**src/hw/rtl/olbs_pkg.sv**
```systemverilog
package olbs_pkg;

   // Register indexes on the configuration port.
   localparam logic [1:0] CSR_INV_RELAX    = 2'd0;
   localparam logic [1:0] CSR_TIME_STEP    = 2'd1;
   localparam logic [1:0] CSR_STRESS_SCALE = 2'd2;

   localparam logic [23:0] INV_RELAX_RESET    = 24'd65536;
   localparam logic [31:0] TIME_STEP_RESET    = 32'd4294967;
   localparam logic [23:0] STRESS_SCALE_RESET = 24'd32768;

   // 1.0 in Q16.16, one bit wider than a tensor value.
   localparam logic signed [32:0] ONE_Q16 = 33'sd65536;

   // Register stages from the input register to the output register.
   localparam int NUM_STAGES = 10;

   typedef logic signed [31:0] q16_type;

   typedef struct packed {
      q16_type value;
      logic    clip;
   } sat_type;

   // Clips a wide signed value to the 32-bit range and reports the clip.
   function automatic sat_type sat_q16(input logic signed [53:0] v);
      sat_type r;
      if ((v[53:31] == '0) || (v[53:31] == '1)) begin
         r.value = v[31:0];
         r.clip  = 1'b0;
      end else begin
         r.value = v[53] ? 32'sh8000_0000 : 32'sh7fff_ffff;
         r.clip  = 1'b1;
      end
      return r;
   endfunction

endpackage

```
**src/hw/rtl/olbs_dt_lane.sv**
```systemverilog
module olbs_dt_lane
   import olbs_pkg::*;
(
   input  logic                clock,
   input  logic                en,
   input  logic signed [51:0]  deriv,
   input  q16_type             conf,
   input  logic        [31:0]  dt,
   output sat_type             result
);

   // Four stages: magnitude, two partial products, rounding, add and clip.
   logic        [50:0] mag_ff, mag_in;
   logic               neg1_ff, neg2_ff, neg3_ff;
   q16_type            conf1_ff, conf2_ff, conf3_ff;
   logic        [56:0] lo_ff, lo_in;
   logic        [57:0] hi_ff, hi_in;
   logic        [83:0] total;
   logic        [51:0] quot_ff, quot_in;
   logic signed [53:0] sum;
   sat_type            result_ff, result_in;

   assign mag_in  = deriv[51] ? 51'(-deriv) : 51'(deriv);
   assign lo_in   = 57'(mag_ff[24:0]) * 57'(dt);
   assign hi_in   = 58'(mag_ff[50:25]) * 58'(dt);
   // The increment is rounded on its magnitude, halves away from zero.
   assign total   = {1'b0, hi_ff, 25'd0} + 84'(lo_ff) + 84'h8000_0000;
   assign quot_in = total[83:32];
   assign sum     = neg3_ff ? (54'(conf3_ff) - $signed({2'b00, quot_ff}))
                            : (54'(conf3_ff) + $signed({2'b00, quot_ff}));
   assign result_in = sat_q16(sum);

   always_ff @(posedge clock) begin
      if (en) begin
         mag_ff    <= mag_in;
         neg1_ff   <= deriv[51];
         conf1_ff  <= conf;
         lo_ff     <= lo_in;
         hi_ff     <= hi_in;
         neg2_ff   <= neg1_ff;
         conf2_ff  <= conf1_ff;
         quot_ff   <= quot_in;
         neg3_ff   <= neg2_ff;
         conf3_ff  <= conf2_ff;
         result_ff <= result_in;
      end
   end

   assign result = result_ff;

endmodule

```
**config.mk**
```make
export PLATFORM = sky130hd
export DESIGN_NAME = olbs_dt_lane
export DESIGN_NICKNAME = d
export VERILOG_FILES = /design/src/hw/rtl/olbs_pkg.sv /design/src/hw/rtl/olbs_dt_lane.sv
export SDC_FILE = /design/constraint.sdc
export NUM_CORES = 2
export LEC_CHECK = 0
export ABC_AREA = 1
export BUFFER_PORTS_ARGS = -buffer_cell sky130_fd_sc_hd__buf_2
export CORE_AREA = 2 2 322 404
export DETAILED_ROUTE_END_ITERATION = 8
export DIE_AREA = 0 0 324 406
export PLACE_DENSITY = 0.75
export SETUP_SLACK_MARGIN = 0.1
export SLEW_MARGIN = 20
export SYNTH_ARGS = -nofsm -noshare
export SYNTH_HDL_FRONTEND = slang
export SYNTH_SLANG_ARGS = --single-unit
```
**constraint.sdc**
```tcl
create_clock -name clock -period 7.1 [get_ports clock]
set_input_delay 0.355 -clock clock [delete_from_list [all_inputs] [get_ports clock]]
set_output_delay 0.355 -clock clock [all_outputs]
set_load 0.01 [all_outputs]
```
## Word-level counts from Yosys, hierarchy flattened

Cells that the tools add are included.

| word-level totals | value |
|---|---|
| register bits | 350 |
| input port bits | 118 |
| output and inout bits | 33 |
| word-level logic and storage cells | 26 |

| operators by class | value |
|---|---|
| add/sub/neg operators | 5 |
| multipliers | 2 |
| equal/unequal tests | 1 |
| multiplexer cells | 4 |
| reduce and logical (&&, ||, !) cells | 2 |

Operators with widths:

| cell | number |
|---|---|
| adder 83 x 57 -> 84 bit | 1 |
| adder 84 x 32 -> 84 bit (second input constant) | 1 |
| multiplier 26 x 32 -> 58 bit | 1 |
| multiplier 25 x 32 -> 57 bit | 1 |
| adder 32 x 53 -> 54 bit | 1 |
| two-way mux 54 bit | 1 |
| subtractor 32 x 53 -> 54 bit | 1 |
| two-way mux 51 bit | 1 |
| negator 51 bit | 1 |
| two-way mux 33 bit | 1 |
| two-way mux 32 bit | 1 |
| == test 23 bit (second input constant) | 1 |
| logical NOT 23 bit | 1 |
| logical OR 1 bit | 1 |

## Logic depth before layout (Yosys ltp)

| depth | value |
|---|---|
| depth in word-level cells | 5 |
| depth in mapped cells | 34 |
| gate-level depth less buffers | 33 |

## Worst setup path before layout

OpenSTA, ideal clock, no wires.

| timing | value |
|---|---|
| path type | input -> register |
| from | input dt[20] |
| to | register hi_ff[43] (data pin) |
| setup time | 0.252 ns |
| data arrival time | 6.151 ns |
| data required time | 6.848 ns |
| setup slack | 0.696 ns |
| stages on the path | 25 |
| path buffers | 2 |
| cell sequence | clkbuf_1 > clkbuf_1 > nand2_1 > fa_1 > inv_1 > fa_1 > inv_1 > fa_1 > fa_1 > inv_1 > fa_1 > fa_1 > inv_1 > fa_1 > inv_1 > ha_1 > nand2_1 > nor2_1 > inv_1 > nor4_1 > a21oi_1 > o21ai_0 > nand2_1 > nand3_1 > nand2_1 |

| on the way | value |
|---|---|
| word-level cells in the longest chain between the ends | 1 |

Ends and longest elaborated chain:

| what | line | RTL |
|---|---|---|
| start: declaration | olbs_dt_lane.sv:8 | `input logic [31:0] dt,` |
| multiplier 26 x 32 -> 58 bit | olbs_dt_lane.sv:25 | `assign hi_in = 58'(mag_ff[50:25]) * 58'(dt);` |
| named net hi_in[43] | olbs_dt_lane.sv:17 | `logic [57:0] hi_ff, hi_in;` |
| end signal: assignment | olbs_dt_lane.sv:39 | `hi_ff <= hi_in;` |
| end: declaration | olbs_dt_lane.sv:17 |  |

The timed path passes the listed nets, and every way through them passes these cells.
A chain may end at the register's enable or synchronous reset.

## Final worst setup path

| timing | value |
|---|---|
| from | register mag_ff[1] |
| to | register lo_ff[46] (data pin) |

| on the way | value |
|---|---|
| word-level cells in the longest chain between the ends | 1 |

Ends and longest elaborated chain:

| what | line | RTL |
|---|---|---|
| start: declaration | olbs_dt_lane.sv:13 | `logic [50:0] mag_ff, mag_in;` |
| start signal: assignment | olbs_dt_lane.sv:35 | `mag_ff <= mag_in;` |
| multiplier 25 x 32 -> 57 bit | olbs_dt_lane.sv:24 | `assign lo_in = 57'(mag_ff[24:0]) * 57'(dt);` |
| named net lo_in[46] | olbs_dt_lane.sv:16 | `logic [56:0] lo_ff, lo_in;` |
| end signal: assignment | olbs_dt_lane.sv:38 | `lo_ff <= lo_in;` |
| end: declaration | olbs_dt_lane.sv:16 |  |

The timed path passes the listed nets, and every way through them passes these cells.

==> flow_summary.toml <==
[clocking]
h-tree-depth = 2
clockRootBuffer = "clkbuf_16"
cts_made_buffers = 40
clock_latency_ps = 630
clk_pin_slew_ps = 60
cts_tree = "done"
clock-sinks = 325
clk_path_buf_depth = 3

[synthesis]
synth-edff-count = 325
ys_types = 48
seq_area_frac_synth_pct = 13.01
synth_ff_type = "edfxtp_1"
ys_seq_elements = 325
syn_avg_cell_area_um2 = 7.767
synthesis.nets = 11680
synthArstFlopShare_pct = 0
syn_area_um2 = 75010
syn_inst = 9658
ys_warn_count = 0

[drt]
first_iter_violations = 4968
vias_per_cell = 5.303
drc = 0
routedWlPerCell_um = 18.93
dr_total_vias = 61270
ant_nets = 0
dr.pass1.iters = 9
routed_wl_um = 218700

[critical_path]
crit_path_max_fanout = 31
crit_arrival_ps = 7140
startpoint = "mag_ff[1]$_DFFE_PP_"
r2r-start = "mag_ff[1]$_DFFE_PP_"
worst_ep_required_time_ps = 7470
start_kind = "register"
crit_type = "reg2reg"
cp-end-kind = "register"

[die]
rows = 147
die_h_um = 406
core_area_um2 = 127800
start_util_pct = 58.68
dieArea_um2 = 131500
die_w_um = 324
io-pin-count = 151

[global_route]
grt_pass1_vias = 66060
grtUsageTotal_pct = 34.43
grt_max_degree = 125
grt_pass1_wl_um = 347600
grt_overflow = 0
antenna_found_initial = 2

[placed_design]
io_buffer_count = 150
place_congestion = 0.9856
dpl.hpwl_um = 178700

[worst_hold_path]
min_from = "deriv[50]"
hold_path.class = "in2reg"

[timing]
worst_pin_slew_ps = 1113
finalCritPeriodShare_pct = 95.29
setup_tns_ps = 0
final-max-slew-violation-count = 0
fin_crit_ps = 6765
clock.fmax_mhz = 147.8
setup_viol = 0
rsz0062_at_grt = "true"
clock-skew-final_ps = 25.60
hold_viol = 0
slew_headroom_pct = 25.82

[cells_and_area]
fillers = 11100
ff_latch_area_um2 = 9759
drive_gt1_share_pct = 6.017
multi_input_area_um2 = 52920
syn2layout_area_growth_pct = 8.392
nets = 11840

[status]
status = "complete, no violations"

[run]
cap_violations = 0
[cells by family after synthesis]
kind of cell / Yosys count / share of synthesized area, %
simple gates: 3334 / 17.55
buf+inv: 3287 / 16.51
fa+ha+maj: 1908 / 45.89
compound gates: 543 / 3.987
flops: 325 / 13.01
xor+xnor: 261 / 3.048
[cells in the mapped netlist (5+ instances only)]
library cell | instances | area share, %
xor2_1 | 166 | 1.9
and2_1 | 5 | 0.042
a31oi_1 | 32 | 0.27
a21oi_1 | 273 | 1.8
o211ai_1 | 7 | 0.070
buf_6 | 6 | 0.090
nand2_2 | 11 | 0.092
inv_1 | 2900 | 15
nand4_1 | 54 | 0.45
a21o_1 | 12 | 0.12
inv_2 | 22 | 0.11
o221ai_1 | 5 | 0.058
nor2_2 | 32 | 0.27
nand3_2 | 5 | 0.067
edfxtp_1 | 325 | 13
buf_1 | 18 | 0.090
o21bai_1 | 11 | 0.11
o21ai_0 | 152 | 1.0
nor3_1 | 60 | 0.40
nand3b_1 | 7 | 0.070
nand3_1 | 109 | 0.73
nor4_1 | 27 | 0.23
nor2_1 | 430 | 2.2
ha_1 | 503 | 8.4
fa_1 | 1405 | 37
clkbuf_1 | 337 | 1.7
nand2_1 | 2581 | 13
o21a_1 | 18 | 0.18
xnor2_1 | 95 | 1.1
a21boi_0 | 10 | 0.10
o31ai_1 | 6 | 0.060
[state kept, by name (all words and copies together) (netlist names)]
signal	flops
conf1_ff	32
conf2_ff	32
conf3_ff	32
hi_ff	58
lo_ff	32
mag_ff	51
neg1_ff	1
neg2_ff	1
neg3_ff	1
quot_ff	52
result	33
[metrics by stage]
step | utilization (%) | hold slack (ps) | setup slack (ps) | std cells | cell area (um^2)
after floorplan | - | 400.3 | 696.3 | 9658 | 75010
after global placement | 62.07 | 402.3 | -11.56 | 11430 | 79340
after detailed placement | 62.08 | 404.5 | -105.4 | 11430 | 79360
after CTS | 63.36 | 5.213 | 154.9 | 11530 | 80990
after global routing | 63.60 | 21.16 | 72.23 | 11550 | 81300
final | 63.60 | 33.05 | 334.7 | 11550 | 81300
[routing by layer]
metal / share of wire, % / vias up / track usage, %
li1: - / 27970 / -
met1: 36 / 29530 / 40.29
met2: 48 / 2941 / 58.63
met3: 8.8 / 831 / 6.813
met4: 7.4 / 4 / 20.33
met5: 0.012 / - / 0
[area by class of cell]
cell class | count | area share, %
Timing Repair Buffer | 473 | 5.157
Tap cell | 1713 | 2.636
Antenna cell | 1 | 0.003078
Clock inverter | 27 | 0.3570
Inverter | 2925 | 13.50
Clock buffer | 43 | 1.245
Sequential cell | 325 | 12.00
Multi-Input combinational cell | 6046 | 65.09
[final timing paths]
path / endpoint / slack [ps] / cells past startpoint
hold reg to reg: conf3_ff[12]$_DFFE_PP_ / 410 / 0
setup reg to reg: lo_ff[46]$_DFFE_PP_ / 330 / 27
hold / removal: mag_ff[50]$_DFFE_PP_ / 30 / 2
setup / recovery: lo_ff[46]$_DFFE_PP_ / 330 / 27
[layout by cell type (no fill, tap or decap), drive strengths merged, types with 28 or more instances in the layout]
cell         netlist  routed
nor4              28      28
nor2             463     463
edfxtp           325     325
dlygate4sd3        0      33
fa              1405    1405
nand3            114     114
buf               25     440
a31oi             32      32
nand4             54      54
inv             2922    2930
xor2             166     166
nand2           2593    2593
a21oi            273     273
o21ai            155     155
nor3              63      63
ha               503     503
xnor2             95      95
clkbuf           337      43
[critical path, stage by stage (launching register included)]
cell and delay [ps]:
edfxtp_1 410, buf_12 190, nand2_1 80, inv_1 60, fa_1 500, fa_1 550
inv_1 60, fa_1 520, fa_1 530, inv_1 60, fa_1 500, fa_1 500
inv_1 60, fa_1 540, inv_1 60, ha_1 300, nand2_1 80, buf_4 140
nor2_1 160, inv_1 130, nor2_4 140, inv_1 80, nor3_1 130, nand2_1 70
o211ai_1 180, nand2_1 170, o21ai_2 200, xor2_2 110
[timing repair]
action | CTS | global route
resized for setup | 0 | 17
setup buffers | 0 | 18
endpoints found under the hold margin | 33 | 0
endpoints found under the setup margin | 0 | 38
hold buffers | 33 | 0
Power is not shown: default switching activity piles up to over one toggle a cycle in this logic, so the estimate is an artifact.
